File: src/tvsc_pkg.sv
package tvsc_pkg;

   // Field widths
   localparam int OP_W        = 2;
   localparam int SIZE_W      = 32;
   localparam int STRIDE_W    = 48;
   localparam int DATA_W      = 64;
   localparam int HALF_W      = 32;
   localparam int DIM_INDEX_W = 4;

   // Request opcodes
   localparam logic [OP_W-1:0] OP_APPEND_OLD = 2'd0;
   localparam logic [OP_W-1:0] OP_APPEND_NEW = 2'd1;
   localparam logic [OP_W-1:0] OP_COMPUTE    = 2'd2;

   // Datapath commands
   typedef enum logic [3:0] {
      DP_NOP,
      DP_APPEND_OLD,
      DP_APPEND_NEW,
      DP_SCAN_INIT,
      DP_SCAN_STEP,
      DP_PTR_LAST,
      DP_LOAD_BASE,
      DP_MUL,
      DP_TEL_WB,
      DP_BUF_WR,
      DP_BUF_ACC,
      DP_VEL_WB,
      DP_CONTIG_INIT,
      DP_PTR_ZERO,
      DP_EMIT
   } dp_code_type;

   // Multiplier operand pairs
   typedef enum logic [2:0] {
      SEL_TEL_SIZE,
      SEL_TEL_BASE,
      SEL_VEL_BASE,
      SEL_VEL_NEW,
      SEL_VEL_NEW1
   } mul_sel_type;

   // Where emitted strides come from
   typedef enum logic [1:0] {
      KIND_FAIL,
      KIND_ONES,
      KIND_OLD,
      KIND_BUF
   } emit_kind_type;

   typedef struct packed {
      dp_code_type   code;
      mul_sel_type   sel;
      emit_kind_type kind;
   } dp_cmd_type;

   typedef struct packed {
      logic ovf;
      logic old_zero;
      logic scan_last;
      logic any_zero;
      logic same;
      logic last_dim;
      logic cur_one;
      logic vd_valid;
      logic vd_one;
      logic lt_vt;
      logic new_one;
      logic vel_eq_tel;
      logic mul_done;
      logic stride_ne;
      logic out_free;
      logic emit_end;
   } dp_sts_type;

endpackage

File: src/tvsc_if.sv
interface tvsc_req_if;
   logic                             valid;
   logic                             ready;
   logic [tvsc_pkg::OP_W-1:0]        op;
   logic [tvsc_pkg::SIZE_W-1:0]      dim_size;
   logic [tvsc_pkg::STRIDE_W-1:0]    dim_stride;

   modport source (output valid, op, dim_size, dim_stride, input ready);
   modport sink   (input valid, op, dim_size, dim_stride, output ready);
endinterface

interface tvsc_rsp_if;
   logic                             valid;
   logic                             ready;
   logic                             ok;
   logic                             no_dims;
   logic [tvsc_pkg::DIM_INDEX_W-1:0] dim_index;
   logic [tvsc_pkg::DATA_W-1:0]      stride_out;
   logic                             end_of_list;

   modport source (output valid, ok, no_dims, dim_index, stride_out, end_of_list,
                   input ready);
   modport sink   (input valid, ok, no_dims, dim_index, stride_out, end_of_list,
                   output ready);
endinterface

File: src/tvsc_mul.sv
module tvsc_mul (
   input  logic                        clock,
   input  logic                        reset,
   input  logic                        start,
   input  logic [tvsc_pkg::DATA_W-1:0] a,
   input  logic [tvsc_pkg::DATA_W-1:0] b,
   output logic                        done,
   output logic [tvsc_pkg::DATA_W-1:0] p
);

   localparam int W = tvsc_pkg::DATA_W;
   localparam int H = tvsc_pkg::HALF_W;

   // partial product order: low x low, high x low, low x high
   localparam logic [1:0] STEP_LL = 2'd0;
   localparam logic [1:0] STEP_HL = 2'd1;
   localparam logic [1:0] STEP_LH = 2'd2;

   logic [W-1:0] a_ff, a_in, b_ff, b_in, acc_ff, acc_in;
   logic [1:0]   step_ff, step_in;
   logic         busy_ff, busy_in, done_ff, done_in;
   logic [H-1:0] op_x, op_y;
   logic [W-1:0] pp;

   // operand halves for this step
   always_comb begin
      case (step_ff)
         STEP_LL: begin
            op_x = a_ff[H-1:0];
            op_y = b_ff[H-1:0];
         end
         STEP_HL: begin
            op_x = a_ff[W-1:H];
            op_y = b_ff[H-1:0];
         end
         default: begin
            op_x = a_ff[H-1:0];
            op_y = b_ff[W-1:H];
         end
      endcase
   end

   assign pp = op_x * op_y;

   // accumulate low 64 bits of the product
   always_comb begin
      a_in    = a_ff;
      b_in    = b_ff;
      acc_in  = acc_ff;
      step_in = step_ff;
      busy_in = busy_ff;
      done_in = 1'b0;
      if (start) begin
         a_in    = a;
         b_in    = b;
         step_in = STEP_LL;
         busy_in = 1'b1;
      end else if (busy_ff) begin
         acc_in  = (step_ff == STEP_LL) ? pp : acc_ff + (pp << H);
         step_in = step_ff + 2'd1;
         if (step_ff == STEP_LH) begin
            busy_in = 1'b0;
            done_in = 1'b1;
         end
      end
   end

   always_ff @(posedge clock) begin
      a_ff    <= a_in;
      b_ff    <= b_in;
      acc_ff  <= acc_in;
      step_ff <= step_in;
      if (reset) begin
         busy_ff <= 1'b0;
         done_ff <= 1'b0;
      end else begin
         busy_ff <= busy_in;
         done_ff <= done_in;
      end
   end

   assign done = done_ff;
   assign p    = acc_ff;

endmodule

File: src/tvsc_dp.sv
module tvsc_dp #(
   parameter int MAX_RANK = 8
) (
   input  logic                          clock,
   input  logic                          reset,
   input  tvsc_pkg::dp_cmd_type          cmd,
   output tvsc_pkg::dp_sts_type          sts,
   input  logic [tvsc_pkg::SIZE_W-1:0]   dim_size,
   input  logic [tvsc_pkg::STRIDE_W-1:0] dim_stride,
   tvsc_rsp_if.source                    rsp
);

   localparam int CNT_W = $clog2(MAX_RANK + 1);
   localparam int IDX_W = (MAX_RANK > 1) ? $clog2(MAX_RANK) : 1;
   localparam int SW    = tvsc_pkg::SIZE_W;
   localparam int TW    = tvsc_pkg::STRIDE_W;
   localparam int DW    = tvsc_pkg::DATA_W;

   // dimension lists and stride results
   logic [SW-1:0] old_sizes_ff   [MAX_RANK];
   logic [TW-1:0] old_strides_ff [MAX_RANK];
   logic [SW-1:0] new_sizes_ff   [MAX_RANK];
   logic [DW-1:0] strides_ff     [MAX_RANK];

   logic [CNT_W-1:0] old_cnt_ff, old_cnt_in, new_cnt_ff, new_cnt_in;
   logic [CNT_W-1:0] vd_cnt_ff, vd_cnt_in;
   logic [IDX_W-1:0] ptr_ff, ptr_in;
   logic             ovf_ff, ovf_in;
   logic             any_zero_ff, any_zero_in, same_ff, same_in;
   logic             last_dim_ff, last_dim_in;
   logic [TW-1:0]    base_ff, base_in;
   logic [DW-1:0]    telems_ff, telems_in, velems_ff, velems_in;

   logic                             rsp_valid_ff, rsp_valid_in;
   logic                             rsp_ok_ff, rsp_ok_in;
   logic                             rsp_no_dims_ff, rsp_no_dims_in;
   logic [tvsc_pkg::DIM_INDEX_W-1:0] rsp_index_ff, rsp_index_in;
   logic [DW-1:0]                    rsp_stride_ff, rsp_stride_in;
   logic                             rsp_end_ff, rsp_end_in;

   logic             old_wr_en, new_wr_en, strides_wr_en;
   logic [DW-1:0]    strides_wr_data;
   logic [IDX_W-1:0] old_wr_idx, new_wr_idx, vd_idx, new_rd_idx;
   logic [CNT_W-1:0] vd_m1, old_m1, ptr_plus;
   logic [SW-1:0]    old_size_rd, new_size_rd;
   logic [TW-1:0]    old_stride_rd;
   logic [DW-1:0]    strides_rd, new_size_ext;
   logic             scan_last, emit_end, list_empty;

   logic          mul_start, mul_done;
   logic [DW-1:0] mul_a, mul_b, mul_p;

   // index arithmetic
   assign vd_m1      = vd_cnt_ff - CNT_W'(1);
   assign old_m1     = old_cnt_ff - CNT_W'(1);
   assign ptr_plus   = CNT_W'(ptr_ff) + CNT_W'(1);
   assign vd_idx     = vd_m1[IDX_W-1:0];
   assign old_wr_idx = old_cnt_ff[IDX_W-1:0];
   assign new_wr_idx = new_cnt_ff[IDX_W-1:0];
   assign new_rd_idx = (cmd.code == tvsc_pkg::DP_SCAN_STEP) ? ptr_ff : vd_idx;

   // one read port per list
   assign old_size_rd   = old_sizes_ff[ptr_ff];
   assign old_stride_rd = old_strides_ff[ptr_ff];
   assign new_size_rd   = new_sizes_ff[new_rd_idx];
   assign strides_rd    = strides_ff[ptr_ff];
   assign new_size_ext  = DW'(new_size_rd);

   assign scan_last  = (ptr_plus == old_cnt_ff);
   assign list_empty = (new_cnt_ff == '0);
   assign emit_end   = (cmd.kind == tvsc_pkg::KIND_FAIL) || list_empty ||
                       (ptr_plus == new_cnt_ff);

   // multiplier operand selection
   always_comb begin
      case (cmd.sel)
         tvsc_pkg::SEL_TEL_SIZE: begin
            mul_a = telems_ff;
            mul_b = DW'(old_size_rd);
         end
         tvsc_pkg::SEL_TEL_BASE: begin
            mul_a = telems_ff;
            mul_b = DW'(base_ff);
         end
         tvsc_pkg::SEL_VEL_BASE: begin
            mul_a = velems_ff;
            mul_b = DW'(base_ff);
         end
         tvsc_pkg::SEL_VEL_NEW: begin
            mul_a = velems_ff;
            mul_b = new_size_ext;
         end
         tvsc_pkg::SEL_VEL_NEW1: begin
            mul_a = velems_ff;
            mul_b = (new_size_rd == '0) ? DW'(1) : new_size_ext;
         end
         default: begin
            mul_a = telems_ff;
            mul_b = DW'(old_size_rd);
         end
      endcase
   end

   assign mul_start = (cmd.code == tvsc_pkg::DP_MUL);

   tvsc_mul u_mul (
      .clock (clock),
      .reset (reset),
      .start (mul_start),
      .a     (mul_a),
      .b     (mul_b),
      .done  (mul_done),
      .p     (mul_p)
   );

   // command execution
   always_comb begin
      old_cnt_in      = old_cnt_ff;
      new_cnt_in      = new_cnt_ff;
      vd_cnt_in       = vd_cnt_ff;
      ptr_in          = ptr_ff;
      ovf_in          = ovf_ff;
      any_zero_in     = any_zero_ff;
      same_in         = same_ff;
      last_dim_in     = last_dim_ff;
      base_in         = base_ff;
      telems_in       = telems_ff;
      velems_in       = velems_ff;
      old_wr_en       = 1'b0;
      new_wr_en       = 1'b0;
      strides_wr_en   = 1'b0;
      strides_wr_data = velems_ff;
      rsp_valid_in    = rsp_valid_ff && !rsp.ready;
      rsp_ok_in       = rsp_ok_ff;
      rsp_no_dims_in  = rsp_no_dims_ff;
      rsp_index_in    = rsp_index_ff;
      rsp_stride_in   = rsp_stride_ff;
      rsp_end_in      = rsp_end_ff;

      case (cmd.code)
         tvsc_pkg::DP_APPEND_OLD: begin
            if (old_cnt_ff < CNT_W'(MAX_RANK)) begin
               old_wr_en  = 1'b1;
               old_cnt_in = old_cnt_ff + CNT_W'(1);
            end else begin
               ovf_in = 1'b1;
            end
         end
         tvsc_pkg::DP_APPEND_NEW: begin
            if (new_cnt_ff < CNT_W'(MAX_RANK)) begin
               new_wr_en  = 1'b1;
               new_cnt_in = new_cnt_ff + CNT_W'(1);
            end else begin
               ovf_in = 1'b1;
            end
         end
         tvsc_pkg::DP_SCAN_INIT: begin
            ptr_in      = '0;
            any_zero_in = 1'b0;
            same_in     = (old_cnt_ff == new_cnt_ff);
         end
         tvsc_pkg::DP_SCAN_STEP: begin
            any_zero_in = any_zero_ff || (old_size_rd == '0);
            same_in     = same_ff && (old_size_rd == new_size_rd);
            if (!scan_last) begin
               ptr_in = ptr_ff + IDX_W'(1);
            end
         end
         tvsc_pkg::DP_PTR_LAST: begin
            ptr_in    = old_m1[IDX_W-1:0];
            vd_cnt_in = new_cnt_ff;
         end
         tvsc_pkg::DP_LOAD_BASE: begin
            base_in   = old_stride_rd;
            telems_in = DW'(1);
            velems_in = DW'(1);
         end
         tvsc_pkg::DP_TEL_WB: begin
            telems_in   = mul_p;
            last_dim_in = (ptr_ff == '0);
            if (ptr_ff != '0) begin
               ptr_in = ptr_ff - IDX_W'(1);
            end
         end
         tvsc_pkg::DP_BUF_WR: begin
            strides_wr_en   = 1'b1;
            strides_wr_data = mul_p;
         end
         tvsc_pkg::DP_BUF_ACC: begin
            strides_wr_en = 1'b1;
         end
         tvsc_pkg::DP_VEL_WB: begin
            velems_in = mul_p;
            vd_cnt_in = vd_m1;
         end
         tvsc_pkg::DP_CONTIG_INIT: begin
            vd_cnt_in = new_cnt_ff;
            velems_in = DW'(1);
         end
         tvsc_pkg::DP_PTR_ZERO: begin
            ptr_in = '0;
         end
         tvsc_pkg::DP_EMIT: begin
            rsp_valid_in = 1'b1;
            rsp_end_in   = emit_end;
            if (cmd.kind == tvsc_pkg::KIND_FAIL) begin
               rsp_ok_in      = 1'b0;
               rsp_no_dims_in = 1'b0;
               rsp_index_in   = '0;
               rsp_stride_in  = '0;
            end else if (list_empty) begin
               rsp_ok_in      = 1'b1;
               rsp_no_dims_in = 1'b1;
               rsp_index_in   = '0;
               rsp_stride_in  = '0;
            end else begin
               rsp_ok_in      = 1'b1;
               rsp_no_dims_in = 1'b0;
               rsp_index_in   = tvsc_pkg::DIM_INDEX_W'(ptr_ff);
               case (cmd.kind)
                  tvsc_pkg::KIND_ONES: rsp_stride_in = DW'(1);
                  tvsc_pkg::KIND_OLD:  rsp_stride_in = DW'(old_stride_rd);
                  default:             rsp_stride_in = strides_rd;
               endcase
            end
            // last transfer of a compute clears both lists
            if (emit_end) begin
               old_cnt_in = '0;
               new_cnt_in = '0;
               ovf_in     = 1'b0;
            end else begin
               ptr_in = ptr_ff + IDX_W'(1);
            end
         end
         default: ;
      endcase
   end

   // list storage
   always_ff @(posedge clock) begin
      if (old_wr_en) begin
         old_sizes_ff[old_wr_idx]   <= dim_size;
         old_strides_ff[old_wr_idx] <= dim_stride;
      end
      if (new_wr_en) begin
         new_sizes_ff[new_wr_idx] <= dim_size;
      end
      if (strides_wr_en) begin
         strides_ff[vd_idx] <= strides_wr_data;
      end
   end

   // working and output registers
   always_ff @(posedge clock) begin
      vd_cnt_ff      <= vd_cnt_in;
      ptr_ff         <= ptr_in;
      any_zero_ff    <= any_zero_in;
      same_ff        <= same_in;
      last_dim_ff    <= last_dim_in;
      base_ff        <= base_in;
      telems_ff      <= telems_in;
      velems_ff      <= velems_in;
      rsp_ok_ff      <= rsp_ok_in;
      rsp_no_dims_ff <= rsp_no_dims_in;
      rsp_index_ff   <= rsp_index_in;
      rsp_stride_ff  <= rsp_stride_in;
      rsp_end_ff     <= rsp_end_in;
      if (reset) begin
         old_cnt_ff   <= '0;
         new_cnt_ff   <= '0;
         ovf_ff       <= 1'b0;
         rsp_valid_ff <= 1'b0;
      end else begin
         old_cnt_ff   <= old_cnt_in;
         new_cnt_ff   <= new_cnt_in;
         ovf_ff       <= ovf_in;
         rsp_valid_ff <= rsp_valid_in;
      end
   end

   // status to the controller
   always_comb begin
      sts.ovf        = ovf_ff;
      sts.old_zero   = (old_cnt_ff == '0);
      sts.scan_last  = scan_last;
      sts.any_zero   = any_zero_ff;
      sts.same       = same_ff;
      sts.last_dim   = last_dim_ff;
      sts.cur_one    = (old_size_rd == SW'(1));
      sts.vd_valid   = (vd_cnt_ff != '0);
      sts.vd_one     = (vd_cnt_ff == CNT_W'(1));
      sts.lt_vt      = ($signed(velems_ff) < $signed(telems_ff));
      sts.new_one    = (vd_cnt_ff != '0) && (new_size_rd == SW'(1));
      sts.vel_eq_tel = (velems_ff == telems_ff);
      sts.mul_done   = mul_done;
      sts.stride_ne  = (mul_p != DW'(old_stride_rd));
      sts.out_free   = !rsp_valid_ff || rsp.ready;
      sts.emit_end   = emit_end;
   end

   assign rsp.valid       = rsp_valid_ff;
   assign rsp.ok          = rsp_ok_ff;
   assign rsp.no_dims     = rsp_no_dims_ff;
   assign rsp.dim_index   = rsp_index_ff;
   assign rsp.stride_out  = rsp_stride_ff;
   assign rsp.end_of_list = rsp_end_ff;

endmodule

File: src/tvsc_ctrl.sv
module tvsc_ctrl (
   input  logic                      clock,
   input  logic                      reset,
   input  logic                      req_valid,
   input  logic [tvsc_pkg::OP_W-1:0] req_op,
   output logic                      req_ready,
   output tvsc_pkg::dp_cmd_type      cmd,
   input  tvsc_pkg::dp_sts_type      sts
);

   typedef enum logic [4:0] {
      ST_IDLE,
      ST_CHECK,
      ST_SCAN,
      ST_SCAN_DONE,
      ST_CONTIG_WR,
      ST_CONTIG_MUL,
      ST_CONTIG_WAIT,
      ST_BASE,
      ST_TEL_MUL,
      ST_TEL_WAIT,
      ST_CHK,
      ST_CHK_WAIT,
      ST_GRP,
      ST_GRP_W1,
      ST_GRP_M2,
      ST_GRP_W2,
      ST_EMIT_SETUP,
      ST_EMIT
   } state_type;

   state_type               state_ff, state_in;
   tvsc_pkg::emit_kind_type kind_ff, kind_in;

   // sequencing of the stride walk
   always_comb begin
      state_in  = state_ff;
      kind_in   = kind_ff;
      cmd.code  = tvsc_pkg::DP_NOP;
      cmd.sel   = tvsc_pkg::SEL_TEL_SIZE;
      cmd.kind  = kind_ff;
      req_ready = (state_ff == ST_IDLE);

      case (state_ff)
         ST_IDLE: begin
            if (req_valid) begin
               case (req_op)
                  tvsc_pkg::OP_APPEND_OLD: cmd.code = tvsc_pkg::DP_APPEND_OLD;
                  tvsc_pkg::OP_APPEND_NEW: cmd.code = tvsc_pkg::DP_APPEND_NEW;
                  tvsc_pkg::OP_COMPUTE:    state_in = ST_CHECK;
                  default: ;
               endcase
            end
         end
         ST_CHECK: begin
            cmd.code = tvsc_pkg::DP_SCAN_INIT;
            if (sts.ovf) begin
               kind_in  = tvsc_pkg::KIND_FAIL;
               state_in = ST_EMIT_SETUP;
            end else if (sts.old_zero) begin
               kind_in  = tvsc_pkg::KIND_ONES;
               state_in = ST_EMIT_SETUP;
            end else begin
               state_in = ST_SCAN;
            end
         end
         ST_SCAN: begin
            cmd.code = tvsc_pkg::DP_SCAN_STEP;
            if (sts.scan_last) begin
               state_in = ST_SCAN_DONE;
            end
         end
         ST_SCAN_DONE: begin
            kind_in = tvsc_pkg::KIND_BUF;
            if (sts.any_zero && sts.same) begin
               kind_in  = tvsc_pkg::KIND_OLD;
               state_in = ST_EMIT_SETUP;
            end else if (sts.any_zero) begin
               cmd.code = tvsc_pkg::DP_CONTIG_INIT;
               state_in = ST_CONTIG_WR;
            end else begin
               cmd.code = tvsc_pkg::DP_PTR_LAST;
               state_in = ST_BASE;
            end
         end
         // contiguous strides, innermost first
         ST_CONTIG_WR: begin
            if (!sts.vd_valid) begin
               state_in = ST_EMIT_SETUP;
            end else begin
               cmd.code = tvsc_pkg::DP_BUF_ACC;
               state_in = sts.vd_one ? ST_EMIT_SETUP : ST_CONTIG_MUL;
            end
         end
         ST_CONTIG_MUL: begin
            cmd.code = tvsc_pkg::DP_MUL;
            cmd.sel  = tvsc_pkg::SEL_VEL_NEW1;
            state_in = ST_CONTIG_WAIT;
         end
         ST_CONTIG_WAIT: begin
            if (sts.mul_done) begin
               cmd.code = tvsc_pkg::DP_VEL_WB;
               state_in = ST_CONTIG_WR;
            end
         end
         // group of contiguous old dimensions
         ST_BASE: begin
            cmd.code = tvsc_pkg::DP_LOAD_BASE;
            state_in = ST_TEL_MUL;
         end
         ST_TEL_MUL: begin
            cmd.code = tvsc_pkg::DP_MUL;
            cmd.sel  = tvsc_pkg::SEL_TEL_SIZE;
            state_in = ST_TEL_WAIT;
         end
         ST_TEL_WAIT: begin
            if (sts.mul_done) begin
               cmd.code = tvsc_pkg::DP_TEL_WB;
               state_in = ST_CHK;
            end
         end
         ST_CHK: begin
            if (sts.last_dim) begin
               state_in = ST_GRP;
            end else if (sts.cur_one) begin
               state_in = ST_TEL_MUL;
            end else begin
               cmd.code = tvsc_pkg::DP_MUL;
               cmd.sel  = tvsc_pkg::SEL_TEL_BASE;
               state_in = ST_CHK_WAIT;
            end
         end
         ST_CHK_WAIT: begin
            if (sts.mul_done) begin
               state_in = sts.stride_ne ? ST_GRP : ST_TEL_MUL;
            end
         end
         // match new dimensions against the finished group
         ST_GRP: begin
            if (sts.vd_valid && (sts.lt_vt || sts.new_one)) begin
               cmd.code = tvsc_pkg::DP_MUL;
               cmd.sel  = tvsc_pkg::SEL_VEL_BASE;
               state_in = ST_GRP_W1;
            end else if (!sts.vel_eq_tel) begin
               kind_in  = tvsc_pkg::KIND_FAIL;
               state_in = ST_EMIT_SETUP;
            end else if (sts.last_dim) begin
               kind_in  = sts.vd_valid ? tvsc_pkg::KIND_FAIL : tvsc_pkg::KIND_BUF;
               state_in = ST_EMIT_SETUP;
            end else begin
               state_in = ST_BASE;
            end
         end
         ST_GRP_W1: begin
            if (sts.mul_done) begin
               cmd.code = tvsc_pkg::DP_BUF_WR;
               state_in = ST_GRP_M2;
            end
         end
         ST_GRP_M2: begin
            cmd.code = tvsc_pkg::DP_MUL;
            cmd.sel  = tvsc_pkg::SEL_VEL_NEW;
            state_in = ST_GRP_W2;
         end
         ST_GRP_W2: begin
            if (sts.mul_done) begin
               cmd.code = tvsc_pkg::DP_VEL_WB;
               state_in = ST_GRP;
            end
         end
         // result transfers
         ST_EMIT_SETUP: begin
            cmd.code = tvsc_pkg::DP_PTR_ZERO;
            state_in = ST_EMIT;
         end
         ST_EMIT: begin
            if (sts.out_free) begin
               cmd.code = tvsc_pkg::DP_EMIT;
               if (sts.emit_end) begin
                  state_in = ST_IDLE;
               end
            end
         end
         default: state_in = ST_IDLE;
      endcase
   end

   always_ff @(posedge clock) begin
      if (reset) begin
         state_ff <= ST_IDLE;
         kind_ff  <= tvsc_pkg::KIND_FAIL;
      end else begin
         state_ff <= state_in;
         kind_ff  <= kind_in;
      end
   end

endmodule

File: src/tensor_view_stride_calc.sv
// Channel    Dir  Transfer when       Payload
// req_chan   in   valid && ready      op, dim_size, dim_stride
// rsp_chan   out  valid && ready      ok, no_dims, dim_index, stride_out, end_of_list
//
// A load (op 0 or 1) is taken in the idle state. A compute runs setup and a scan of the
// old dimensions and a walk over old and new dimensions, mostly spent on the shared
// 64-bit multiplier (three 32x32 partial products), then a setup step and the results.
// Reset is synchronous and active high; it empties both lists. A last result may
// wait in the result register while new loads are taken.
module tensor_view_stride_calc #(
   parameter int MAX_RANK = 8
) (
   input logic        clock,
   input logic        reset,
   tvsc_req_if.sink   req_chan,
   tvsc_rsp_if.source rsp_chan
);

   tvsc_pkg::dp_cmd_type cmd;
   tvsc_pkg::dp_sts_type sts;
   logic                 ready;

   tvsc_ctrl u_ctrl (
      .clock     (clock),
      .reset     (reset),
      .req_valid (req_chan.valid),
      .req_op    (req_chan.op),
      .req_ready (ready),
      .cmd       (cmd),
      .sts       (sts)
   );

   tvsc_dp #(
      .MAX_RANK (MAX_RANK)
   ) u_dp (
      .clock      (clock),
      .reset      (reset),
      .cmd        (cmd),
      .sts        (sts),
      .dim_size   (req_chan.dim_size),
      .dim_stride (req_chan.dim_stride),
      .rsp        (rsp_chan)
   );

   assign req_chan.ready = ready;

endmodule

File: src/flat_wrapper.sv
// flat-port wrapper written by rule: the top's interface ports become plain ports
module tensor_view_stride_calc_flat 
#(
   parameter int MAX_RANK = 8
)
  (clock, reset, req_chan_valid, req_chan_op, req_chan_dim_size, req_chan_dim_stride, req_chan_ready, rsp_chan_valid, rsp_chan_ok, rsp_chan_no_dims, rsp_chan_dim_index, rsp_chan_stride_out, rsp_chan_end_of_list, rsp_chan_ready);
  tvsc_req_if req_chan_i ();
  tvsc_rsp_if rsp_chan_i ();
  input logic clock;
  input logic reset;
  input wire logic [$bits(req_chan_i.valid)-1:0] req_chan_valid;
  input wire logic [$bits(req_chan_i.op)-1:0] req_chan_op;
  input wire logic [$bits(req_chan_i.dim_size)-1:0] req_chan_dim_size;
  input wire logic [$bits(req_chan_i.dim_stride)-1:0] req_chan_dim_stride;
  output wire logic [$bits(req_chan_i.ready)-1:0] req_chan_ready;
  output wire logic [$bits(rsp_chan_i.valid)-1:0] rsp_chan_valid;
  output wire logic [$bits(rsp_chan_i.ok)-1:0] rsp_chan_ok;
  output wire logic [$bits(rsp_chan_i.no_dims)-1:0] rsp_chan_no_dims;
  output wire logic [$bits(rsp_chan_i.dim_index)-1:0] rsp_chan_dim_index;
  output wire logic [$bits(rsp_chan_i.stride_out)-1:0] rsp_chan_stride_out;
  output wire logic [$bits(rsp_chan_i.end_of_list)-1:0] rsp_chan_end_of_list;
  input wire logic [$bits(rsp_chan_i.ready)-1:0] rsp_chan_ready;
  assign req_chan_i.valid = req_chan_valid;
  assign req_chan_i.op = req_chan_op;
  assign req_chan_i.dim_size = req_chan_dim_size;
  assign req_chan_i.dim_stride = req_chan_dim_stride;
  assign req_chan_ready = req_chan_i.ready;
  assign rsp_chan_valid = rsp_chan_i.valid;
  assign rsp_chan_ok = rsp_chan_i.ok;
  assign rsp_chan_no_dims = rsp_chan_i.no_dims;
  assign rsp_chan_dim_index = rsp_chan_i.dim_index;
  assign rsp_chan_stride_out = rsp_chan_i.stride_out;
  assign rsp_chan_end_of_list = rsp_chan_i.end_of_list;
  assign rsp_chan_i.ready = rsp_chan_ready;
  tensor_view_stride_calc #(.MAX_RANK(MAX_RANK)) u_core (.clock(clock), .reset(reset), .req_chan(req_chan_i), .rsp_chan(rsp_chan_i));
endmodule
File: config.mk
export PLATFORM = sky130hd
export DESIGN_NAME = tensor_view_stride_calc_flat
export DESIGN_NICKNAME = d
export VERILOG_FILES = /design/src/tvsc_pkg.sv /design/src/tvsc_if.sv /design/src/tvsc_mul.sv /design/src/tvsc_dp.sv /design/src/tvsc_ctrl.sv /design/src/tensor_view_stride_calc.sv /design/src/flat_wrapper.sv
export SDC_FILE = /design/constraint.sdc
export NUM_CORES = 2
export LEC_CHECK = 0
export BUFFER_PORTS_ARGS = -buffer_cell sky130_fd_sc_hd__buf_2
export CORE_ASPECT_RATIO = 0.5
export CORE_MARGIN = 2
export CORE_UTILIZATION = 40
export DETAILED_ROUTE_END_ITERATION = 10
export GPL_TIMING_DRIVEN = 0
export PLACE_DENSITY = 0.65
export RECOVER_POWER = 25
export SYNTH_ARGS = -nofsm -noshare
export SYNTH_HDL_FRONTEND = slang
export SYNTH_SLANG_ARGS = --single-unit
File: constraint.sdc
create_clock -name clock -period 9.09 [get_ports clock]
set_input_delay 1.818 -clock clock [delete_from_list [all_inputs] [get_ports clock]]
set_output_delay 1.818 -clock clock [all_outputs]
set_load 0.05 [all_outputs]
Word level (Yosys, flattened, before mapping)
Memory sizes are Yosys's and may differ from the RTL's. A register that Yosys moved wholly into a read port is not among the register bits. Index checks and enable logic that the tools add are counted.

Add/sub/neg operators: 9. $mul: 1. Div/mod/pow operators: 0. $lt $le $gt $ge: 3. Equality and inequality tests: 71. Shift-type cells: 0. Multiplexer cells: 93. Bitwise operators: 2. Reductions and logical operators: 50.

Operator list (count): 64-bit case mux with 2 select lines (3); 64-bit two-way mux (3); 48-bit case mux with 3 select lines (1); 32-bit two-way mux (3); 5-bit two-way mux (19); 5-bit case mux with 18 select lines (1); 64-bit adder (1); 32-bit by 1-bit equality test with 1-bit output (second input constant) (2); 64-bit equality test (1); 32-bit logical NOT (2); 64-bit < comparator (1); 32-bit by 32-bit multiplier with 64-bit output (1); 64-bit by 48-bit inequality test with 1-bit output (1); 4-bit case mux with 14 select lines (1); 5-bit by 4-bit equality test with 1-bit output (second input constant) (8); 4-bit two-way mux (10); 2-bit inequality test (second input constant) (17); 32-bit equality test (1); 4-bit equality test (second input constant) (7); 3-bit two-way mux (8); 4-bit case mux with 2 select lines (3); 1-bit two-way mux (22); 5-bit by 3-bit equality test with 1-bit output (second input constant) (4); 2-bit two-way mux (9); other kinds (47) (100).

Register bits: 470. Latch bits: 0. RAM bits: 1408. ROM bits: 0. Input bits: 86. Output and inout bits: 73. Word-level logic and storage cells: 259. Memories kept: 4.

Memory list: u_core.u_dp.strides_ff (depth 8, width 64, rd ports 1, clocked after memory_dff 1, write ports 1, line tvsc_dp.sv:23) `logic [DW-1:0] strides_ff [MAX_RANK];`; u_core.u_dp.old_strides_ff (depth 8, width 48, rd ports 1, clocked after memory_dff 1, write ports 1, line tvsc_dp.sv:21) `logic [TW-1:0] old_strides_ff [MAX_RANK];`; u_core.u_dp.new_sizes_ff (depth 8, width 32, rd ports 1, clocked after memory_dff 0, write ports 1, line tvsc_dp.sv:22) `logic [SW-1:0] new_sizes_ff [MAX_RANK];`; u_core.u_dp.old_sizes_ff (depth 8, width 32, rd ports 1, clocked after memory_dff 1, write ports 1, line tvsc_dp.sv:20) `logic [SW-1:0] old_sizes_ff [MAX_RANK];`.

Longest topological paths before layout
Gate-level depth with buffers: 41. Gate-level depth less buffers: 37.

By module
From an unflattened synthesis, not the netlist that was laid out.

Cell total of the unflattened synthesis: 8114. Area, all modules: 110726.2 µm².

Modules (own cells, without submodules): tvsc_dp (instances 1, cells an instance 3640, area each 68702.1 µm²); tvsc_mul (instances 1, cells an instance 4326, area each 41040.6 µm²); tvsc_ctrl (instances 1, cells an instance 148, area each 983.4 µm²).

Least setup slack after synthesis
No wires, ideal clock.

Path type: reg2reg. Start point: register u_core.u_dp.u_mul.step_ff[0]. End point: register u_core.u_dp.u_mul.acc_ff[63], in the netlist u_core.u_dp.u_mul.p[63] (data pin). Library setup time: 0.267 ns. Data arrival time: 9.328 ns. Required time: 8.823 ns. Path slack: -0.505 ns. Cell stages (with the launch flop): 40. Buffers on the path: 4. Clock period less this slack: 9.595 ns. Cell sequence: dfxtp_1 inv_1 ha_1 or2_2 clkbuf_1 clkbuf_1 clkbuf_1 nand2_1 nand2_1 clkbuf_1 nand2_1 fa_1 inv_1 fa_1 fa_1 inv_1 fa_1 inv_1 [... 4 more ...] ha_1 and2_1 a221o_1 a21oi_1 o21ai_0 a21o_1 a21oi_1 xnor2_1 ha_1 a21oi_1 o21ai_0 nand3_1 nand2_1 a21o_1 a221oi_1 xnor2_1 xnor2_1 mux2i_1.

Word-level cells in the longest chain between the ends: 6.

RTL lines: start, declared (line tvsc_mul.sv:20) `logic [1:0] step_ff, step_in;`; start signal, assigned (line tvsc_mul.sv:72) `step_ff <= step_in;`; 2-bit by 1-bit equality test with 1-bit output / 2-bit logical NOT (equally long branches) (line tvsc_mul.sv:27, tvsc_mul.sv:59); 2-bit OR reduction (no line); 32-bit two-way mux (line tvsc_mul.sv:27) `case (step_ff)`; 32-bit by 32-bit multiplier with 64-bit output (line tvsc_mul.sv:43) `assign pp = op_x * op_y;`; 64-bit adder (line tvsc_mul.sv:59) `acc_in = (step_ff == STEP_LL) ? pp : acc_ff + (pp << H);`; 64-bit two-way mux (*) (line tvsc_mul.sv:59); end signal, assigned (line tvsc_mul.sv:71) `acc_ff <= acc_in;`; end, declared (line tvsc_mul.sv:19) `logic [W-1:0] a_ff, a_in, b_ff, b_in, acc_ff, acc_in;`.

Mark *: on every way between the ends. The rest lies on a longest branch, timed or not. A chain may end at the register's enable or synchronous reset.

Worst setup path after layout
Start point: register u_core.u_dp.u_mul.step_ff[0]. End point: register u_core.u_dp.u_mul.acc_ff[62], in the netlist u_core.u_dp.u_mul.p[62] (data pin).

Same word-level chain as after synthesis.

==> results by stage <==
Outcome:
- The flow ran to the end, but the final reports show violations.
- The final reports fail on max-capacitance violations, max-slew violations, negative setup slack.

Global routing:
- The initial antenna violation count is 30.
- The total congestion overflow is 0.
- The via count of the first global-routing pass is 69.0k.
- Global routing consumed, over all layers together, 24.8% of the routing resources.
- The first-pass GRT wire length is around 500 mm.
- The largest net degree at the start of global routing is 73.

Yosys:
- The synthesis warning total is 7.
- The total of flip-flops plus latches after synthesis is 1864.
- The library cell with the largest summed area after synthesis is sky130_fd_sc_hd__edfxtp_1.
- In this run, distinct cell masters in the synthesized netlist total between 80 and 90.
- The share of the synthesized area in the top cell type is between 50% and 60%.
- In the synthesized netlist, the number of instances is a little under 8k.
- The synthesized netlist occupies a cell area of roughly 110000 um^2.
- The fraction of the yosys area taken by sequential cells is 50.9%.
- In the synthesized netlist the dominant register cell turns out to be sky130_fd_sc_hd__edfxtp_1.
- In the synthesized netlist, the cells that appear most often are sky130_fd_sc_hd__edfxtp_1 (1840), sky130_fd_sc_hd__inv_1 (1019), sky130_fd_sc_hd__fa_1 (898), sky130_fd_sc_hd__nand2_1 (869), sky130_fd_sc_hd__nor2_1 (541).
- The count of flip-flops with a built-in enable after synthesis is between 1.5k and 2k.
- The number of nets in the synthesized netlist is between 9k and 10k.
- Ranked by total cell area, the synthesized netlist is headed by sky130_fd_sc_hd__edfxtp_1 (50%), sky130_fd_sc_hd__fa_1 (16%), sky130_fd_sc_hd__mux4_2 (7.2%).
- The most repeated cell in the gate-level netlist after synthesis is sky130_fd_sc_hd__edfxtp_1.
- The average cell area after synthesis is between 10 and 15 um^2.
- After synthesis, the share of flip-flops with an asynchronous set or reset is 0%.

Die:
- In this run the horizontal extent of the chip is 744 um.
- The row count is between 100 and 150.
- In this run the count of I/O pins placed on the die edge is between 150 and 200.
- The full die area is 278000 um^2.
- The die boundary height is about 370 um.
- The floorplan core area is 272000 um^2.
- Once the floorplan was initialized, standard cells occupied around two fifths of the core.

CTS:
- The clock tree synthesis step divided the H-tree into 4 levels.
- The number of buffers inserted by hold repair at cts is 0.
- The clock net sink count is about 1.9k.
- The clock-pin transition on the worst setup and hold timing paths is approximately 70 ps.
- The insertion delay to the later sink of the worst-skew pair is just over 800 ps.
- TritonCTS built the clock tree.
- In this run, CTS created clock tree buffers numbering about 180.
- The root buffer cell chosen for the clock tree is sky130_fd_sc_hd__clkbuf_16.
- The number of buffers between clock root and the deepest sink is 3.

Critical path:
- The depth of the worst register-to-register path is 38.
- In this run the number of cells on the critical path is 38.
- STA classifies the critical path endpoint as a flip-flop.
- The dominant delay contributor by cell family on the critical path is adder cells.
- The startpoint type of the worst setup path is a flip-flop.
- The required time at the endpoint of the critical path is slightly below 10000 ps.
- The cell at the slowest stage of the critical path is sky130_fd_sc_hd__fa_1.
- The largest fanout on the critical path is 10.
- The buffering stage count on the worst path with inverters included is 9.
- The kind of critical path is flip-flop to flip-flop.
- By instance count, the cell type seen most on the critical path is sky130_fd_sc_hd__fa_1.
- The arrival time at the worst endpoint is about 10000 ps.
- On the worst path, the slowest cell contributes a delay of around 550 ps.

Route:
- The DRC violation count after routing is 0.
- For this block, the routed nets add up to between 300 and 400 mm of wire.
- The first detailed-routing pass ran for 8 iterations.
- The vias per cell is about 5.6.
- Dividing the detail-routed wire length by the instance count gives 28.2 um.
- The total vias in the final route is between 60k and 70k.
- The number of antenna-violating nets in the routed design is 0.
- For this block, the initial DRC count from the detailed router was 8853.

STA:
- The setup slack after layout is -450 ps.
- Headroom to the max-slew limit came out at -23.9%.
- The number of failing setup endpoints in the final timing report is 10.
- The aggregate negative setup slack is -2570 ps.
- The worst-case hold slack is roughly 530 ps.
- For the pin with the worst max-slew slack, the measured transition is approximately 1900 ps.
- Setup repair after global routing could not meet its margin everywhere.
- Counting I/O delays and the setup requirement, the final critical path takes around 9500 ps.
- The count of final hold-check violations was 0.
- Timing would allow up to about 100 MHz.
- The clock arrives with between 70 and 80 ps of skew.
- The number of max-slew violations in the final report is 38.
- After layout, the worst path uses 105% of the clock period.

Final layout:
- After the last flow step, the layout net total stands at around 9.9k.
- The fraction of layout instances using a drive strength above 1 is approximately a fifth.
- The post-synthesis to final-layout area growth is 16.4%.

Place:
- The count of port buffers added during placement is between 150 and 200.
- Detailed placement finished with a half-perimeter wire length of 267 mm.
- The congestion estimate from routability-driven global placement came to a little over 1.

Worst hold path:
- Counting instances, the worst hold path has a depth of 1.
- In this run the worst hold path is classified as flip-flop to flip-flop.

Job:
- The total of max-cap violations is 4.
flip-flops by register name (all words and copies together), names as in the netlist, 256 cells and up, named ones only:
register	cells
u_core.u_dp.old_strides_ff	384
u_core.u_dp.old_sizes_ff	256
u_core.u_dp.strides_ff	512
u_core.u_dp.new_sizes_ff	256
final timing paths:
kind	start	to	slack [ps]
hold reg to reg	u_core.u_dp.telems_ff[2]$_SDFFCE_PN0P_	u_core.u_dp.u_mul.a_ff[2]$_DFFE_PP_	530
setup / recovery	u_core.u_dp.u_mul.step_ff[0]$_SDFFE_PP0P_	u_core.u_dp.u_mul.p[62]$_DFFE_PP_	-450
setup reg to reg	u_core.u_dp.u_mul.step_ff[0]$_SDFFE_PP0P_	u_core.u_dp.u_mul.p[62]$_DFFE_PP_	-450
hold / removal	u_core.u_dp.telems_ff[2]$_SDFFCE_PN0P_	u_core.u_dp.u_mul.a_ff[2]$_DFFE_PP_	530
placed cells by master, fill, tap and decap left out, drive strengths merged, types with 11 or more instances in the layout:
master	Yosys	layout
o31ai	11	11
o21a	19	19
dfxtp	24	24
clkinv	1	82
ha	374	374
mux2i	210	210
a21oi	212	212
xnor2	131	131
mux2	193	193
and2	185	185
a211oi	17	17
nand2	869	869
nor4	55	55
nor2b	33	33
a22oi	14	14
and3	11	11
nor3	51	51
nand3	53	53
o21ai	102	102
mux4	355	355
edfxtp	1840	1840
inv	1019	1022
a31oi	12	12
buf	98	501
a21o	44	44
fa	898	898
xor2	49	49
clkbuf	274	562
o21bai	17	17
nand2b	15	15
nor2	541	541
o22ai	55	55
nand4	40	40
worst register-to-register path: cells and delay by family (launching register included):
family                   cells  cell delay [ps]
multiplexers                 1              200
AO/OA/AOI/OAI                9             1820
adder cells (fa/ha/maj)     11             4440
buffers and inverters        9             1230
AND/OR/NAND/NOR              6              820
XOR/XNOR                     2              440
flip-flops                   1              330
per-stage QoR:
step	utilization, %	std cells	cell area [um^2]	worst slack, ps
after floorplan	-	7938	110000	-68.2
after global placement	42.3	11700	115000	-5680
after detailed placement	43.2	11900	117000	-2820
after CTS	46.4	12300	126000	-462
after global routing	46.9	12400	128000	-675
final	47.0	12400	128000	-450
cell type report:
type,count,area (um^2)
Antenna cell,5,12.5
Buffer,361,2510
Clock buffer,231,4660
Clock inverter,95,878
Fill cell,23600,144000
Inverter,1020,3830
Multi-Input combinational cell,4682,51200
Sequential cell,1864,55700
Tap cell,3630,4540
Timing Repair Buffer,471,4200
cell families after synthesis:
kind of cell | after synthesis | share of synthesized area (%)
and+or+nand+nor | 1889 | 7.49
muxes | 758 | 11.2
DFF | 1864 | 50.9
xor gates and xnor gates | 180 | 1.44
adders and majority gates | 1272 | 20.7
buffers and inverters | 1392 | 4.97
other | 1 | 0.00342
AOI/OAI and AO/OA | 582 | 3.30
metal layers:
layer  vias up  GRT usage, %  share of wire, %
met5         -         0.360              0.11
met4        40          8.76               4.4
met3       714          6.91                12
met2      3803          37.2                44
met1     36100          34.8                40
li1      28900             -                 -
timing repair:
item	in CTS	in global routing
resized for setup	576	254
endpoints found under the setup margin	48	30
gates cloned	3	0
setup buffers	105	70
pin swaps	63	140
Power is left out: the tool's default activity adds up to more than one toggle a clock period on the data nets, which glitch-free logic cannot reach.
